==> src/hw/rtl/stbs_pkg.sv <==
package stbs_pkg;

  localparam int DATA_W = 32;
  localparam int OP_W = 2;
  localparam int IDX_W = 11;
  localparam int DEFAULT_TABLE_DEPTH = 1024;

  // Operation codes on the input channel.
  localparam logic [OP_W-1:0] OP_APPEND = 2'd0;
  localparam logic [OP_W-1:0] OP_QUERY  = 2'd1;
  localparam logic [OP_W-1:0] OP_CLEAR  = 2'd2;

  // Result status codes.
  localparam logic [1:0] STATUS_ANSWERED = 2'd0;
  localparam logic [1:0] STATUS_APPENDED = 2'd1;
  localparam logic [1:0] STATUS_CLEARED  = 2'd2;
  localparam logic [1:0] STATUS_DROPPED  = 2'd3;

  typedef logic [1:0] kind_t;

  // Work kinds after classification by the front end.
  localparam kind_t KIND_APPEND = 2'd0;
  localparam kind_t KIND_QUERY  = 2'd1;
  localparam kind_t KIND_CLEAR  = 2'd2;

  typedef struct packed {
    kind_t                    kind;
    logic signed [DATA_W-1:0] value;
  } item_t;

  typedef struct packed {
    logic full;
    logic empty;
  } queue_status_t;

endpackage

==> src/hw/rtl/stbs_queue.sv <==
module stbs_queue (
  input  logic                    clk,
  input  logic                    rst,
  input  logic                    push,
  input  stbs_pkg::item_t         push_item,
  input  logic                    pop,
  output stbs_pkg::item_t         pop_item,
  output stbs_pkg::queue_status_t q_status
);

  localparam int DEPTH = 2;

  stbs_pkg::item_t entries [DEPTH];
  logic            wr_ptr;
  logic            rd_ptr;
  logic [1:0]      fill;

  assign pop_item       = entries[rd_ptr];
  assign q_status.full  = (fill == 2'(DEPTH));
  assign q_status.empty = (fill == 2'd0);

  always_ff @(posedge clk) begin
    if (push) begin
      entries[wr_ptr] <= push_item;
    end
  end

  always_ff @(posedge clk) begin
    if (rst) begin
      wr_ptr <= 1'b0;
      rd_ptr <= 1'b0;
      fill   <= 2'd0;
    end else begin
      if (push) begin
        wr_ptr <= ~wr_ptr;
      end
      if (pop) begin
        rd_ptr <= ~rd_ptr;
      end
      if (push && !pop) begin
        fill <= fill + 2'd1;
      end else if (pop && !push) begin
        fill <= fill - 2'd1;
      end
    end
  end

endmodule

==> config.mk <==
export PLATFORM = sky130hd
export DESIGN_NAME = stbs_queue
export DESIGN_NICKNAME = d
export VERILOG_FILES = /design/src/hw/rtl/stbs_pkg.sv /design/src/hw/rtl/stbs_queue.sv
export SDC_FILE = /design/constraint.sdc
export NUM_CORES = 1
export LEC_CHECK = 0
export BUFFER_PORTS_ARGS = -buffer_cell sky130_fd_sc_hd__buf_2
export CAP_MARGIN = 0
export CORE_MARGIN = 2
export CORE_UTILIZATION = 57
export CTS_BUF_LIST = sky130_fd_sc_hd__clkbuf_4 sky130_fd_sc_hd__clkbuf_8
export CTS_CLUSTER_SIZE = 16
export DETAILED_ROUTE_END_ITERATION = 16
export HOLD_SLACK_MARGIN = 0.06
export PLACE_DENSITY_LB_ADDON = 0.2
export REMOVE_ABC_BUFFERS = 1
export SETUP_SLACK_MARGIN = 0.15
export SLEW_MARGIN = 20
export SYNTH_ARGS = -nofsm -noshare
export SYNTH_HDL_FRONTEND = slang
export SYNTH_SLANG_ARGS = --single-unit
==> constraint.sdc <==
create_clock -name clk -period 3.5 [get_ports clk]
set_input_delay 0.175 -clock clk [delete_from_list [all_inputs] [get_ports clk]]
set_output_delay 0.175 -clock clk [all_outputs]
set_load 0.01 [all_outputs]
## Word level (Yosys, flattened, before mapping)

Memories as Yosys holds them, arrays and structs flattened. A register that Yosys moved wholly into a read port is not among the register bits.
Cells that the tools add are included.

- Memories: 1
- Input bits: 38
- Word-level logic and storage cells: 21
- Bits in writable memories: 68
- Output and inout port bits: 36
- Bits in registers: 4

Memories:

| memory | words | width | read ports | clocked after memory_dff | write ports | RTL line | source |
|---|---|---|---|---|---|---|---|
| entries | 2 | 34 | 1 | 1 | 1 | stbs_queue.sv:13 | `stbs_pkg::item_t entries [DEPTH];` |

- Muxes and demuxes: 6
- Bitwise logic cells: 2
- Reduce and logical (&&, ||, !) cells: 6
- Equality and inequality tests: 1
- $add $sub $neg: 2

Operator list:

| cell | number |
|---|---|
| 2-to-1 mux 1 bit | 4 |
| 2-to-1 mux 2 bit | 2 |
| adder 2 x 1 -> 2 bit, second input constant | 1 |
| equality test 2 bit, second input constant | 1 |
| logical AND 1 bit | 2 |
| zero test 1 bit | 2 |
| zero test 2 bit | 1 |
| NOT 1 bit | 2 |
| nonzero test 2 bit | 1 |
| subtractor 2 x 1 -> 2 bit, second input constant | 1 |

## Longest topological paths before layout

- Depth after elaboration: 4
- Mapped depth: 5
- Mapped depth without buffers: 5

## Worst setup path before layout

No wires, ideal clock.

- Path type: register to register
- Start: register wr_ptr
- End: memory entries[0][0] (netlist bit), enable pin
- Cell stages (with the launch flop): 2
- Slack: 1.215 ns
- Required time: 3.071 ns
- Buffers on the path: 0
- Data arrival time: 1.855 ns
- Clock period less this slack: 2.285 ns
- Library setup time: 0.429 ns
- Path through: dfxtp_1 -> nor2b_1

RTL lines:

| what | RTL line | source |
|---|---|---|
| start: declaration | stbs_queue.sv:14 | `logic wr_ptr;` |
| start signal: assignment | stbs_queue.sv:35 | `wr_ptr <= ~wr_ptr;` |
| end: declaration | stbs_queue.sv:13 |  |

No word-level cell before the write port.

==> metrics.yaml <==
cells_and_area:
  syn2layout_area_growth_pct: 37.0
  final_common_cell: "buf_2"
  n_fill_cell: 213
  final_core_util_pct: 82.5
  finalInstanceArea_mm2: 0.00364
  n_antenna_cell: 0
  layout_common_cells: "buf_2, edfxtp_1, dlygate4sd3_1, mux2_2, clkbuf_8"
  layout.cells.non_filler: 301
  layout-drive-gt1-share_pct: 50.6
  nets: 283
sta:
  tightestPinTransition_ns: 0.973
  hold_viol_final: 0
  layout_min_cycle_time_ns: 2.14
  max_clock_freq_mhz: 468
  final-setup-viol-count: 0
  rsz0062_at_grt: "false"
  holdWs_ns: 0.159
  fin_tns_setup_ns: 0
  fin_skew_ns: 0.00601
  relSlewSlack_pct: 35.0
  fin_ws_ns: 1.36
  final_max_slew_viol_count: 0
  fin_crit_sh_pct: 61.1
placement:
  dp_slack_ns: 1.69
  port_buffers: 73
  gp_congestion: 0.761
  placedInstanceArea_mm2: 0.00308
  placed_cells: 250
  hpwlAfterDp_um: 3010
die:
  die_h_um: 72.3
  core_mm2: 0.00441
  rows: 24
  boundaryPins: 74
  start_util_pct: 60.3
  die_area_mm2: 0.00523
  fp.dieW_um: 72.3
routing:
  wl_met3_um: 299
  postRouteAntennaNets: 0
  highest_layer: "met4"
  routedWlPerCell_um: 16.7
  drt_iter0_drc: 86
  drt-pass1-iter-count: 4
  routed_wl_um: 5020
  drc_errors: 0
  num_vias: 1530
  wl_met2_um: 2770
  vias_per_cell: 5.08
  wl_met1_um: 1890
synth:
  synthCells: 128
  yosysWarnings: 0
  avgSynthCellArea_um2: 20.8
  synth.cell_area_mm2: 0.00266
  yosysSeqAreaShare_pct: 80.5
  synth_cell_types: 16
  synth-seq-cells: 73
worst_setup_path:
  cp_max_fo: 21
  endpoint_kind: "output pin"
  reg2reg_depth: 1
  cp.required_ns: 3.32
  critical_path_arrival_ns: 1.96
  setup.worst_path.start_class: "flop"
  path_class: "reg2out"
pwr:
  p_per_area_mw_per_mm2: 542
  power_mw: 1.97
  leakage_nw: 1.42
  irDropWorstVdd_uv: 377
min_path:
  min_path_type: "in2reg"
  holdPathStages: 3
cts:
  max-clock-path-buffers: 2
  cts_setup_buffers: 0
  cts-resized-gates: 0
  ctsRootBufferMaster: "clkbuf_8"
  htreeDepth: 3
  clk_latency_ns: 0.33
  cts_tree: "done"
  cts_buffers: 9
  cts.hold.buffers_added: 35
  cts.sinks: 73
  clk_pin_slew_ns: 0.07
outcome:
  status: "complete, no violations"
run:
  drv_cap: 0
global_route:
  first_global_vias: 1657
  grt.overflow.total: 0
  track_usage_pct: 21.2
  antenna_found_initial: 0
  grt_max_degree: 35
  grt_pass1_wl_um: 7830
## Yosys cell counts
library cell | instances | area share, %
mux2_2 | 34 | 14
and2_1 | 1 | 0.24
nor2b_1 | 1 | 0.24
o21ai_0 | 1 | 0.19
xnor2_1 | 2 | 0.66
buf_4 | 3 | 0.85
inv_1 | 1 | 0.14
dfxtp_1 | 5 | 3.8
a21oi_1 | 1 | 0.19
edfxtp_1 | 68 | 77
nor2_1 | 5 | 0.71
ha_1 | 1 | 0.47
or3_1 | 1 | 0.24
and2b_2 | 1 | 0.33
buf_2 | 1 | 0.19
xor2_1 | 2 | 0.66
## area by class of cell
cell class,instances,area (µm²),area share [%]
repair buffers,109,723,19.8
inverters,1,3.75,0.103
flip-flops and latches,73,2140,58.8
well taps,52,65.1,1.79
clock inverters,6,82.6,2.27
clock buffers,10,131,3.61
multi-input cells,50,495,13.6
## cells by family (layout without fill, tap and decap cells)
group           count (synthesis)  count (layout)  share of synthesized area [%]
mux                            34              34                           14.4
buf+inv                         5             126                           1.18
compound gates                  2               2                          0.376
simple gates                    9               9                           1.74
flops                          73              73                           80.5
fa+ha+maj                       1               1                          0.470
xor+xnor                        4               4                           1.32
## worst max-delay path, stage by stage (launching register included)
cell,delay (ns)
dfxtp_1,0.69
buf_4,0.40
mux2_2,0.40
buf_2,0.15
## flip-flops by register name, indices dropped and copies added (netlist names), named ones only
name,count
entries,68
fill,2
rd_ptr,1
wr_ptr,1
## per-layer routing
layer | track usage [%] | up-vias
li1 | - | 724
met1 | 22.8 | 740
met2 | 38.6 | 60
met3 | 6.67 | 6
met4 | 8.18 | 0
met5 | 0 | -
## path summary, 6_finish.rpt
| path | start | end | slack [ns] |
|---|---|---|---|
| worst min-delay path | push | wr_ptr | 0.16 |
| worst max register to register | wr_ptr | entries[0][8] | 1.99 |
| worst max-delay path | flop | pop_item[13] | 1.36 |
| worst min register to register | rd_ptr | rd_ptr | 0.54 |
## where the power goes
group	internal, mW	leakage (nW)	switching, mW
registers	1.02	0.680	0.0231
clock network	0.406	0.111	0.291
logic	0.126	0.625	0.112
Note: power is estimated with default switching activity, not from simulation.
