===== src/hw/rtl/stbs_pkg.sv =====
package stbs_pkg;

  localparam int DATA_W = 32;
  localparam int OP_W = 2;
  localparam int IDX_W = 11;
  localparam int DEFAULT_TABLE_DEPTH = 1024;

  // Operation codes on the input channel.
  localparam logic [OP_W-1:0] OP_APPEND = 2'd0;
  localparam logic [OP_W-1:0] OP_QUERY  = 2'd1;
  localparam logic [OP_W-1:0] OP_CLEAR  = 2'd2;

  // Result status codes.
  localparam logic [1:0] STATUS_ANSWERED = 2'd0;
  localparam logic [1:0] STATUS_APPENDED = 2'd1;
  localparam logic [1:0] STATUS_CLEARED  = 2'd2;
  localparam logic [1:0] STATUS_DROPPED  = 2'd3;

  typedef logic [1:0] kind_t;

  // Work kinds after classification by the front end.
  localparam kind_t KIND_APPEND = 2'd0;
  localparam kind_t KIND_QUERY  = 2'd1;
  localparam kind_t KIND_CLEAR  = 2'd2;

  typedef struct packed {
    kind_t                    kind;
    logic signed [DATA_W-1:0] value;
  } item_t;

  typedef struct packed {
    logic full;
    logic empty;
  } queue_status_t;

endpackage


===== src/hw/rtl/stbs_front.sv =====
module stbs_front (
  input  logic                               clk,
  input  logic                               rst,
  input  logic                               in_valid,
  output logic                               in_ready,
  input  logic [stbs_pkg::OP_W-1:0]          operation,
  input  logic signed [stbs_pkg::DATA_W-1:0] value,
  output logic                               push,
  output stbs_pkg::item_t                    push_item,
  input  stbs_pkg::queue_status_t            q_status
);

  logic            hold_valid;
  stbs_pkg::item_t hold_item;
  stbs_pkg::kind_t kind;

  // Operation 3 has no meaning of its own and runs as a query.
  always_comb begin
    case (operation)
      stbs_pkg::OP_APPEND: kind = stbs_pkg::KIND_APPEND;
      stbs_pkg::OP_CLEAR:  kind = stbs_pkg::KIND_CLEAR;
      default:             kind = stbs_pkg::KIND_QUERY;
    endcase
  end

  assign push      = hold_valid && !q_status.full;
  assign push_item = hold_item;
  assign in_ready  = !hold_valid || push;

  always_ff @(posedge clk) begin
    if (rst) begin
      hold_valid <= 1'b0;
    end else if (in_valid && in_ready) begin
      hold_valid      <= 1'b1;
      hold_item.kind  <= kind;
      hold_item.value <= value;
    end else if (push) begin
      hold_valid <= 1'b0;
    end
  end

endmodule


===== config.mk =====
export PLATFORM = sky130hd
export DESIGN_NAME = stbs_front
export DESIGN_NICKNAME = d
export VERILOG_FILES = /design/src/hw/rtl/stbs_pkg.sv /design/src/hw/rtl/stbs_front.sv
export SDC_FILE = /design/constraint.sdc
export NUM_CORES = 1
export LEC_CHECK = 0
export ABC_AREA = 1
export BUFFER_PORTS_ARGS = -buffer_cell sky130_fd_sc_hd__buf_4
export CAP_MARGIN = 20
export CELL_PAD_IN_SITES_DETAIL_PLACEMENT = 1
export CELL_PAD_IN_SITES_GLOBAL_PLACEMENT = 2
export CORE_AREA = 2 2 67 69
export DETAILED_ROUTE_END_ITERATION = 10
export DIE_AREA = 0 0 69 71
export PLACE_DENSITY_LB_ADDON = 0.1
export SLEW_MARGIN = 20
export SYNTH_ARGS = -nofsm -noshare
export SYNTH_HDL_FRONTEND = slang
export SYNTH_SLANG_ARGS = --single-unit

===== constraint.sdc =====
create_clock -name clk -period 3.25 [get_ports clk]
set_clock_uncertainty 0.15 [all_clocks]
set_input_delay 0.325 -clock clk [delete_from_list [all_inputs] [get_ports clk]]
set_output_delay 0.325 -clock clk [all_outputs]
set_load 0.01 [all_outputs]

* Word level (Yosys, flattened, before mapping)
Cells that the tools add are included.
** Cells by class
- Equality and inequality tests :: 1
- Bitwise gates (word level) :: 1
- Multiplexer cells :: 3
- Reductions and logical operators :: 8
** Operators by type and width (count)
- 2-bit case mux with 2 select lines :: 1
- 2-bit == test, second input constant :: 1
- 1-bit logical AND :: 2
- 1-bit logical NOT :: 2
- 2-bit logical NOT :: 1
- 1-bit 2-to-1 mux :: 2
- 2-bit AND reduction :: 1
- 2-bit nonzero test :: 1
- 1-bit logical OR :: 1
- 1-bit inverter :: 1
** Word-level totals
- Logic and storage cells :: 16
- Bits in registers :: 35

* Depth between registers and ports, before layout
Gate-level depths: netlist (run 1).
- Word-level depth :: 5
- Mapped depth :: 3

* Worst setup path after synthesis (run 1)
OpenSTA, ideal clock, no wires.
- Path kind :: input -> register
- Start :: in rst
- End :: reg hold_item, in the netlist push_item[0], enable pin
- Slack :: 1338 ps
- Cell stages on the path :: 3
- Required time :: 2702 ps
- Path buffers :: 0
- Arrival :: 1364 ps
- Path through :: inv_1 > nand2_1 > nor2_2
** On the way
- Word-level cells in the longest chain between the ends :: 2
** RTL lines
- from (decl) :: RTL line stbs_front.sv:3 : input logic rst,
- 1-bit inverter (no line)
- 2-bit AND reduction (no line)
- to (decl) :: RTL line stbs_front.sv:14 : stbs_pkg::item_t hold_item;
Every way passes these cells.
A chain may end at the register's enable or synchronous reset.

* Worst setup path after layout (run 1)
- Start :: reg hold_valid
- End :: reg hold_item, in the netlist push_item[28], enable pin
** On the way
- Word-level cells in the longest chain between the ends :: 4
- Elaborated cells on any way between the ends :: 5
- Those cells by class :: reduce/logical: 5
** RTL lines
- from (decl) :: RTL line stbs_front.sv:13 : logic hold_valid;
- from (signal assigned) :: RTL line stbs_front.sv:32 : hold_valid <= 1'b0;
- from (signal assigned) :: RTL line stbs_front.sv:34 : hold_valid <= 1'b1;
- from (signal assigned) :: RTL line stbs_front.sv:38 : hold_valid <= 1'b0;
- 1-bit logical NOT / 1-bit logical AND (equally long branches) :: RTL line stbs_front.sv:28, stbs_front.sv:26
- 1-bit logical OR * :: RTL line stbs_front.sv:28 : assign in_ready = !hold_valid || push;
- 1-bit logical AND * :: RTL line stbs_front.sv:33 : end else if (in_valid && in_ready) begin
- 2-bit AND reduction (no line) *
Mark *: on every way between the ends. The rest lies on a longest branch, timed or not.

==> results of run 1 <==
-- layout by cell type (no fill, tap or decap) --
cell	instances
clkbuf_8	5
buf_4	73
edfxtp_1	34
nand3_1	1
nand2_2	1
dfxtp_1	1
clkinv_2	1
bufinv_16	1
clkinv_1	1
inv_2	1
inv_1	3
nor2_4	1
nand2_1	2
nor2_1	2
-- area by class of cell --
cell class	instances	area, µm²	share of cell area [%]
Clock buffer	5	68.82	3.793
Multi-Input combinational cell	7	37.54	2.069
Inverter	4	15.01	0.8276
Timing Repair Buffer	73	548.0	30.21
Tap cell	52	65.06	3.586
Clock inverter	3	38.79	2.138
Sequential cell	35	1041	57.38
-- how the worst max path moves through the flow --
stage	from	to	slack, ns	cells past startpoint
4_1_cts	hold_valid	push_item[4]	1.51	3
3_5_place_dp	rst	push_item[1]	1.29	4
2_1_floorplan	rst	push_item[0]	1.34	3
3_3_place_gp	rst	push_item[1]	1.37	4
5_1_grt	hold_valid	push_item[5]	1.44	3
6_report	hold_valid	push_item[28]	1.57	3
-- cells by family after synthesis --
group,Yosys count
flip-flops,35
AND/OR/NAND/NOR,7
buffers and inverters,5
-- per-layer routing --
layer | part of all wire (%) | track usage, % | vias to the layer above
met4 | 0 | 6.536 | 0
li1 | - | - | 330
met5 | 0 | 0 | -
met3 | 10 | 4.986 | 0
met2 | 54 | 17.31 | 44
met1 | 36 | 10.81 | 317
-- power by group --
| part | total [mW] | leakage, nW | internal (mW) | switching, mW |
|---|---|---|---|---|
| registers | 0.524 | 0.326 | 0.519 | 0.00539 |
| logic | 0.0848 | 0.388 | 0.0507 | 0.0342 |
| clock network | 0.371 | 0.0556 | 0.224 | 0.147 |
-- worst max-delay path: cells and delay by family (launching register included) --
family / cells / cell delay (ns)
flops: 1 / 0.34
simple gates: 2 / 0.78
buf+inv: 1 / 0.04
-- flip-flops by register name (all words and copies together), names as in the netlist --
| register | flops |
|---|---|
| hold_valid | 1 |
| push_item | 34 |
-- stage by stage --
stage               hold slack [ns]  util [%]  power, mW  worst slack (ns)  cell area [µm²]
floorplan                    0.2739         -     0.5546             1.338             1092
global placement             0.3299     40.60     0.6180             1.374             1707
detailed placement           0.3535     40.60     0.6214             1.294             1707
CTS                         0.05105     43.15     0.9979             1.507             1814
global route                0.04282     43.15      1.030             1.442             1814
finish                      0.06710     43.15     0.9799             1.568             1814
==> metrics.md, run 1 <==
| Metric | Value |
|---|---|
| Worst-case clock buffer depth | `2` |
| Post-Synth XOR/XNOR Area | `0%` |
| Vias in the first global route | `about 800` |
| Final worst path period share | `51.77%` |
| DR pass1 iterations | `2` |
| Total CTS buffers | `5` |
| Final setup vio count | `0` |
| Max-cap check violation count | `0` |
| Grt ovf | `0` |
| Detailed Route Iter0 Violations | `81` |
| Ant. Diodes | `0` |
| Die width | `69 µm` |
| Placer Congestion | `0.6692` |
| Mapped cell area | `0.001092 mm²` |
| Largest cells by area after synthesis | `edfxtp_1 (93%), dfxtp_1 (1.8%), inv_1 (1.0%)` |
| Clock transition at path regs | `0.07 ns` |
| CP Capture Type | `flop` |
| Hold buffer count at CTS | `0` |
| Reg2Reg Depth | `3` |
| Pin count of the biggest net entering global routing | `35` |
| Final Hold Viols | `0` |
| Max VDD drop | `0.0002213 V` |
| Fmax achieved | `0.5944 GHz` |
| Startpoint class of the critical path | `flop` |
| Initial Utilization | `25.98%` |
| Clk_lat worst skew | `about 0.28 ns` |
| Synth Area in Simple Gates | `approximately 3.0%` |
| Die ar. | `0.004899 mm²` |
| Synth Instances | `47` |
| Fin cells | `179` |
| Fin nets | `165` |
| Number of synthesized register bits | `35` |
| Final TNS setup | `0 ns` |
| Worst r2r dst | `push_item[28]` |
| Setup bufs post-CTS | `0` |
| WS Path Type | `reg -> reg` |
| CP required | `roughly 3 ns` |
| ANT nets after route | `0` |
| CTS tree | `done` |
| Worst Hold Endpoint | `push_item[14]` |
| Layout overhead on the synthesized area | `66.09%` |
| Power per Cell Area | `approximately 540 mW/mm²` |
| Clock sinks | `35` |
| Root buf cell | `clkbuf_8` |
| Asr flop ratio synth | `0%` |
| Synth top cells by count | `edfxtp_1 (34), inv_1 (3), nand2_1 (2), nor2_1 (2)` |
| Worst r2r src | `hold_valid` |
| Syn Area/Cell | `23.24 µm²` |
| Fill cells | `445` |
| I/O pin total | `75` |
| Final min period | `1.682 ns` |
| # port buffers | `73` |
| Most frequent cell after synthesis | `edfxtp_1` |
| Worst-margin pin slew | `0.9151 ns` |
| Layout cells sized above 1 | `65.35%` |
| Min-Delay Path Depth | `1` |
| Top FF cell, synth | `edfxtp_1` |
| CP max stage cell | `nor2_4` |
| Complex-gate fraction of the synthesized area | `0%` |
| Unrepaired setup endpoints after global routing | `false` |
| H-tree levels | `2` |
| Reg2reg setup slack | `1.57 ns` |
| Ys Warns | `0` |
| Die height | `71 µm` |
| Area share of the largest cell type after synthesis | `93.47%` |
| Pleak | `0.7696 nW` |
| Fraction of the yosys area taken by sequential cells | `roughly 95%` |
| Row count | `24` |
| Critical Path, Cell by Cell | `nand2_2 -> inv_2 -> nor2_4` |
| Post-Place Cells | `171` |
| Critical-path maximum fanout | `34` |
| Yosys cell types | `10` |
| Post-synth EDFFs | `34` |
| Largest family of logic cells by synthesized area | `simple AND/OR/NAND/NOR gates` |
| Via count | `around 700` |
| GRT Overall Usage | `10.49%` |
| Net Count, Synth | `86` |
| Core area | `0.004204 mm²` |
| First-pass GRT wire length | `3808 µm` |
| Vias per cell | `3.860` |
| Max-Slew Margin vs Limit | `between 30% and 40%` |
| # DRC | `0` |
| Status | `finished, final reports clean` |
| Synth area leader | `edfxtp_1` |
| PostCTS Resize Cnt | `0` |
| Mux cell area share after synthesis | `0%` |
| Slew Viols, Final | `0` |
| Routed len/inst | `12.93 µm` |
| Hold Path Class | `in -> reg` |
| Drt total wl | `roughly 2300 µm` |
| HP Start | `value[14]` |
| Synth Area in Adders | `0%` |
| CP max stage delay | `0.69 ns` |
| WP data arrival | `1.44 ns` |
| Initial antenna violation count | `0` |
Note: power is estimated with default switching activity, not from simulation.
==> run 2, diff against run 1 <==
--- a/config.mk
+++ b/config.mk
@@ -10,9 +10,9 @@
 export CAP_MARGIN = 20
 export CELL_PAD_IN_SITES_DETAIL_PLACEMENT = 1
 export CELL_PAD_IN_SITES_GLOBAL_PLACEMENT = 2
-export CORE_AREA = 2 2 67 69
+export CORE_AREA = 2 2 72 74
 export DETAILED_ROUTE_END_ITERATION = 10
-export DIE_AREA = 0 0 69 71
+export DIE_AREA = 0 0 74 76
 export PLACE_DENSITY_LB_ADDON = 0.1
 export SLEW_MARGIN = 20
 export SYNTH_ARGS = -nofsm -noshare
==> constraint.sdc (replaced) <==
create_clock -name clk -period 1.49 [get_ports clk]
set_clock_uncertainty 0.15 [all_clocks]
set_input_delay 0.149 -clock clk [delete_from_list [all_inputs] [get_ports clk]]
set_output_delay 0.149 -clock clk [all_outputs]
set_load 0.01 [all_outputs]
==> metrics.md, run 2 (synthesis results as in run 1) <==
| Metric | Value |
|---|---|
| Pleak | `0.9398 nW (+22%)` |
| Vias in the first global route | `963 (+21%)` |
| Routed len/inst | `11.73 µm (-9.3%)` |
| Core area | `0.004912 mm² (+17%)` |
| PostCTS Resize Cnt | `0 (unchanged)` |
| Fmax achieved | `0.7111 GHz` |
| Final worst path period share | `94.38%` |
| CP Capture Type | `flop` |
| Final min period | `roughly 1.4 ns` |
| Most frequent cells in the layout | `buf_4 (76), dlygate4sd3_1 (37), edfxtp_1 (34)` |
| GRT Overall Usage | `10.60% (+0.11 points)` |
| Max VDD drop | `0.0005172 V (+130%)` |
| I/O pin total | `75 (unchanged)` |
| WS Path Type | `in -> reg` |
| DP HPWL | `between 1500 and 2000 µm` |
| Post-route setup slack | `0.08380 ns (-1.484 ns)` |
| Initial Utilization | `22.24% (-3.7 points)` |
| Unrepaired setup endpoints after global routing | `false` |
| Fin nets | `205 (+24%)` |
| Critical Path, Cell by Cell | `dlygate4sd3_1 -> buf_4 -> nand2_2 -> inv_2 -> nor2_4 -> buf_4` |
| Post-Place Cells | `192 (+12%)` |
| Layout overhead on the synthesized area | `104.2%` |
| Most common library cell in the layout ignoring fill and taps | `buf_4` |
| ANT nets after route | `0 (unchanged)` |
| Row count | `26 (+8.3%)` |
| Clock sinks | `35 (unchanged)` |
| Status | `finished, final reports clean` |
| CP max stage delay | `0.53 ns (-0.16 ns)` |
| Via count | `863 (+25%)` |
| Critical-path maximum fanout | `12 (-65%)` |
| DR pass1 iterations | `3 (+1)` |
| Cell mode on critical path | `buf_4` |
| First-pass GRT wire length | `4471 µm (+17%)` |
| Worst-case clock buffer depth | `2 (unchanged)` |
| # port buffers | `73 (unchanged)` |
| Power per Cell Area | `1001 mW/mm² (+85%)` |
| Hold Path Class | `in -> reg` |
| Layout cells sized above 1 | `52.10% (-13 points)` |
| # DRC | `0 (unchanged)` |
| Post-place setup slack | `0.2409 ns (-1.053 ns)` |
| Drt total wl | `2780 µm (+20%)` |
| Max-Slew Margin vs Limit | `89.24% (+50 points)` |
| Fin cells | `237 (+32%)` |
| Post-DP Area | `0.001753 mm² (+2.7%)` |
| Reg2reg setup slack | `0.30 ns (-1.27 ns)` |
| Max FFs per register | `34 (unchanged)` |
| Die height | `76 µm (+7.0%)` |
| Clk_lat worst skew | `0.28 ns (about the same)` |
| Startpoint class of the critical path | `primary input` |
| CP max stage cell | `dlygate4sd3_1` |
| WP data arrival | `1.24 ns (-0.20 ns)` |
| Grt ovf | `0 (unchanged)` |
| Vias per cell | `3.641 (-5.7%)` |
| Total CTS buffers | `5 (unchanged)` |
| CP delay by family, top | `buffers and inverters` |
| H-tree levels | `2 (unchanged)` |
| Hold slack | `0.04538 ns (-0.02172 ns)` |
| Detailed Route Iter0 Violations | `29 (-64%)` |
| Final setup vio count | `0 (unchanged)` |
| Ant. Diodes | `0 (unchanged)` |
| Worst-margin pin slew | `0.1614 ns (-0.7537 ns)` |
| Die width | `74 µm (+7.2%)` |
| Root buf cell | `clkbuf_8` |
| Die ar. | `0.005624 mm² (+15%)` |
| Max-cap check violation count | `0 (unchanged)` |
| Placer Congestion | `0.6430 (-3.9%)` |
| Design area | `0.002231 mm² (+23%)` |
| CTS tree | `done` |
| Slew Viols, Final | `0 (unchanged)` |
| Final Hold Viols | `0 (unchanged)` |
| Pin count of the biggest net entering global routing | `13 (-63%)` |
| Setup bufs post-CTS | `0 (unchanged)` |
| Initial antenna violation count | `0 (unchanged)` |
| Worst path bufs/invs | `4 (+3)` |
| CP required | `1.32 ns (-1.69 ns)` |
| Clock transition at path regs | `0.07 ns (about the same)` |
## run 2: changes by cell type in the layout (fill, tap and decap cells not counted)
cell / previous run / this run
buf_4: 73 / 76
dfxtp_1: 1 / 0
dfxtp_2: 0 / 1
dlygate4sd3_1: 0 / 37
## run 2: power breakdown
part | switching, mW | leakage [nW] | total, mW | internal [mW]
clock | 0.330 | 0.0556 | 0.820 | 0.490
sequential | 0.0119 | 0.326 | 1.14 | 1.13
combinational | 0.0922 | 0.559 | 0.271 | 0.179
total | 0.434 | 0.940 | 2.23 | 1.80
## run 2: stage by stage
step           total power [mW]  TNS, ns  utilization, %
2_1_floorplan             1.211  -0.4260               -
3_3_place_gp              1.357        0           35.69
3_5_place_dp              1.362        0           35.69
4_1_cts                   2.278        0           45.42
5_1_grt                   2.358        0           45.42
6_report                  2.233        0           45.42
## run 2: per-layer routing
metal	track usage, %	routed length (µm)
met2	16.96	1395
met1	11.79	1035
met3	5.688	327
met4	3.818	21
met5	0	0
## run 2: path summary, 6_finish.rpt
check                            startpoint            end  cells past startpoint
worst max-delay path            q_status[1]  push_item[10]                      6
worst min-delay path                    rst     hold_valid                      4
worst max register to register   hold_valid  push_item[10]                      4
worst min register to register   hold_valid     hold_valid                      2
## run 2: tightest hold or removal path, stage by stage
cell     delay, ns
buf_4         0.08
inv_1         0.04
nand2_1       0.11
nand2_1       0.07
## run 2: layout make-up
type / count / area (µm²)
clock buffers: 5 / 68.82
clock inverters: 3 / 38.79
fillers: 504 / 2681
inverters: 4 / 15.01
multi-input cells: 7 / 37.54
flip-flops and latches: 35 / 1042
well taps: 70 / 87.58
repair buffers: 113 / 940.9
## run 2: timing repair
item	4_1_cts	5_1_grt
hold buffers	37	1
setup endpoints to repair	0	1
hold endpoints to repair	35	1
==> run 3, diff against run 2 <==
--- a/config.mk
+++ b/config.mk
@@ -10,9 +10,9 @@
 export CAP_MARGIN = 20
 export CELL_PAD_IN_SITES_DETAIL_PLACEMENT = 1
 export CELL_PAD_IN_SITES_GLOBAL_PLACEMENT = 2
-export CORE_AREA = 2 2 72 74
+export CORE_AREA = 2 2 67 69
 export DETAILED_ROUTE_END_ITERATION = 10
-export DIE_AREA = 0 0 74 76
+export DIE_AREA = 0 0 69 71
 export PLACE_DENSITY_LB_ADDON = 0.1
 export SLEW_MARGIN = 20
 export SYNTH_ARGS = -nofsm -noshare
==> constraint.sdc (replaced) <==
create_clock -name clk -period 1.66 [get_ports clk]
set_clock_uncertainty 0.15 [all_clocks]
set_input_delay 0.166 -clock clk [delete_from_list [all_inputs] [get_ports clk]]
set_output_delay 0.166 -clock clk [all_outputs]
set_load 0.01 [all_outputs]
==> metrics.md, run 3 (synthesis results as in run 1) <==
| Metric | Value |
|---|---|
| Slew Viols, Final | `0 (unchanged)` |
| Post-Place Cells | `172 (-10%)` |
| CP Capture Type | `flop` |
| Initial Utilization | `25.98% (+3.7 points)` |
| Ant. Diodes | `0 (unchanged)` |
| ANT nets after route | `0 (unchanged)` |
| CP max stage delay | `0.54 ns (about the same)` |
| Vias per cell | `3.902 (+7.2%)` |
| # DRC | `0 (unchanged)` |
| Total CTS buffers | `5 (unchanged)` |
| Via count | `835 (-3.2%)` |
| CP max stage cell | `dlygate4sd3_1` |
| Final TNS setup | `0 ns (unchanged)` |
| Layout cells sized above 1 | `50.62% (-1.5 points)` |
| Hold Path Class | `in -> reg` |
| CP Launch Point | `q_status[1]` |
| Fill cells | `432 (-14%)` |
| Critical Path, Cell by Cell | `dlygate4sd3_1 -> buf_4 -> nand2_2 -> inv_2 -> nor2_4 -> buf_12` |
| Final min period | `between 1 and 1.5 ns` |
| WP data arrival | `1.29 ns (+0.05 ns)` |
| Clk_lat worst skew | `0.27 ns (about the same)` |
| Routed len/inst | `12.36 µm (+5.4%)` |
| Clock transition at path regs | `0.06 ns (about the same)` |
| Hold slack | `0.009427 ns (-0.03595 ns)` |
| Unrepaired setup endpoints after global routing | `false` |
| Power, Total | `1.824 mW (-18%)` |
| Reg2Reg Depth | `4 (unchanged)` |
| Initial antenna violation count | `0 (unchanged)` |
| Placer Congestion | `0.6643 (+3.3%)` |
| Max-cap check violation count | `0 (unchanged)` |
| Most frequent cells in the layout | `buf_4 (73), dlygate4sd3_1 (34), edfxtp_1 (34)` |
| Worst-case clock buffer depth | `2 (unchanged)` |
| Row count | `24 (-7.7%)` |
| Reg2reg setup slack | `0.43 ns (+0.13 ns)` |
| Worst-margin pin slew | `0.1869 ns (+0.02552 ns)` |
| Die ar. | `0.004899 mm² (-13%)` |
| Clock sinks | `35 (unchanged)` |
| CTS tree | `done` |
| Max-Slew Margin vs Limit | `87.54% (-1.7 points)` |
| Detailed Route Iter0 Violations | `65 (+120%)` |
| PostCTS Resize Cnt | `0 (unchanged)` |
| Layout overhead on the synthesized area | `96.56%` |
| Vias in the first global route | `917 (-4.8%)` |
| CP required | `1.48 ns (+0.16 ns)` |
| Status | `finished, final reports clean` |
| Worst r2r src | `hold_valid` |
| Worst r2r dst | `push_item[12]` |
| Power per Cell Area | `849.5 mW/mm² (-15%)` |
| Final Hold Viols | `0 (unchanged)` |
| Setup bufs post-CTS | `0 (unchanged)` |
| Root buf cell | `clkbuf_8` |
| Most common library cell in the layout ignoring fill and taps | `buf_4` |
| First-pass GRT wire length | `4422 µm (-1.1%)` |
| Pin count of the biggest net entering global routing | `35 (+22)` |
| Fin cells | `214 (-9.7%)` |
| I/O pin total | `75 (unchanged)` |
| Die width | `69 µm (-6.8%)` |
| Fin nets | `200 (-2.4%)` |
| Min-Delay Path Depth | `4 (unchanged)` |
| Final setup vio count | `0 (unchanged)` |
| Max VDD drop | `0.0004452 V (-14%)` |
| Startpoint class of the critical path | `primary input` |
| Hold buffer count at CTS | `34 (-8.1%)` |
| Max FFs per register | `34 (unchanged)` |
| # port buffers | `73 (unchanged)` |
| Fmax achieved | `slightly below 0.7 GHz` |
| GRT Overall Usage | `11.76% (+1.2 points)` |
| Drt total wl | `2645 µm (-4.9%)` |
| Capture point of the critical path | `push_item[12]` |
| DR pass1 iterations | `4 (+1)` |
| Core area | `0.004204 mm² (-14%)` |
| Die height | `71 µm (-6.6%)` |
| WS Path Type | `in -> reg` |
| Final worst path period share | `88.70%` |
| Pleak | `0.9049 nW (-3.7%)` |
| H-tree levels | `2 (unchanged)` |
| Grt ovf | `0 (unchanged)` |
| Critical-path maximum fanout | `34 (+22)` |
run 3: cell count changes in the layout (fill, tap and decap cells not counted), sizes merged:
cell / delta
buf: -2
bufinv: -1
clkbuf: +1
dlygate4sd3: -3
run 3: where the power goes:
group | switching [mW] | total (mW) | internal, mW
sequential | 0.0109 | 1.03 | 1.01
combinational | 0.0813 | 0.238 | 0.156
clock | 0.275 | 0.561 | 0.286
total | 0.367 | 1.82 | 1.46
run 3: area by class of cell:
cell class | count | area, µm² | share of cell area [%]
flip-flops and latches | 35 | 1041 | 48.48
repair buffers | 108 | 908.4 | 42.31
clock buffers | 6 | 72.57 | 3.380
well taps | 52 | 65.06 | 3.030
multi-input cells | 7 | 37.54 | 1.748
inverters | 4 | 15.01 | 0.6993
clock inverters | 2 | 7.507 | 0.3497
run 3: worst min path at each step:
stage,startpoint,end,slack [ns]
floorplan,value[0],push_item[0],0.11
global placement,value[2],push_item[2],0.19
detailed placement,value[1],push_item[1],0.20
CTS,rst,hold_valid,0.005
global route,rst,hold_valid,0.02
finish,rst,hold_valid,0.009
run 3: metal layers:
layer / global-route usage, % / up-vias / wire (µm)
met1: 11.79 / 387 / 924
met3: 4.986 / 4 / 188
met5: 0 / - / 0
li1: - / 400 / -
met2: 21.90 / 44 / 1510
met4: 3.922 / 0 / 22
run 3: per-stage QoR:
step           cell area [µm²]  utilization [%]  setup WS (ns)
2_1_floorplan             1097                -         0.1535
3_3_place_gp              1727            41.07         0.4178
3_5_place_dp              1727            41.07         0.3819
4_1_cts                   2147            51.07         0.2005
5_1_grt                   2147            51.07         0.1452
6_report                  2147            51.07         0.1876
run 3: critical path, delay by kind of cell:
family | cells | cell delay [ns]
simple gates | 2 | 0.17
buf+inv | 4 | 0.96
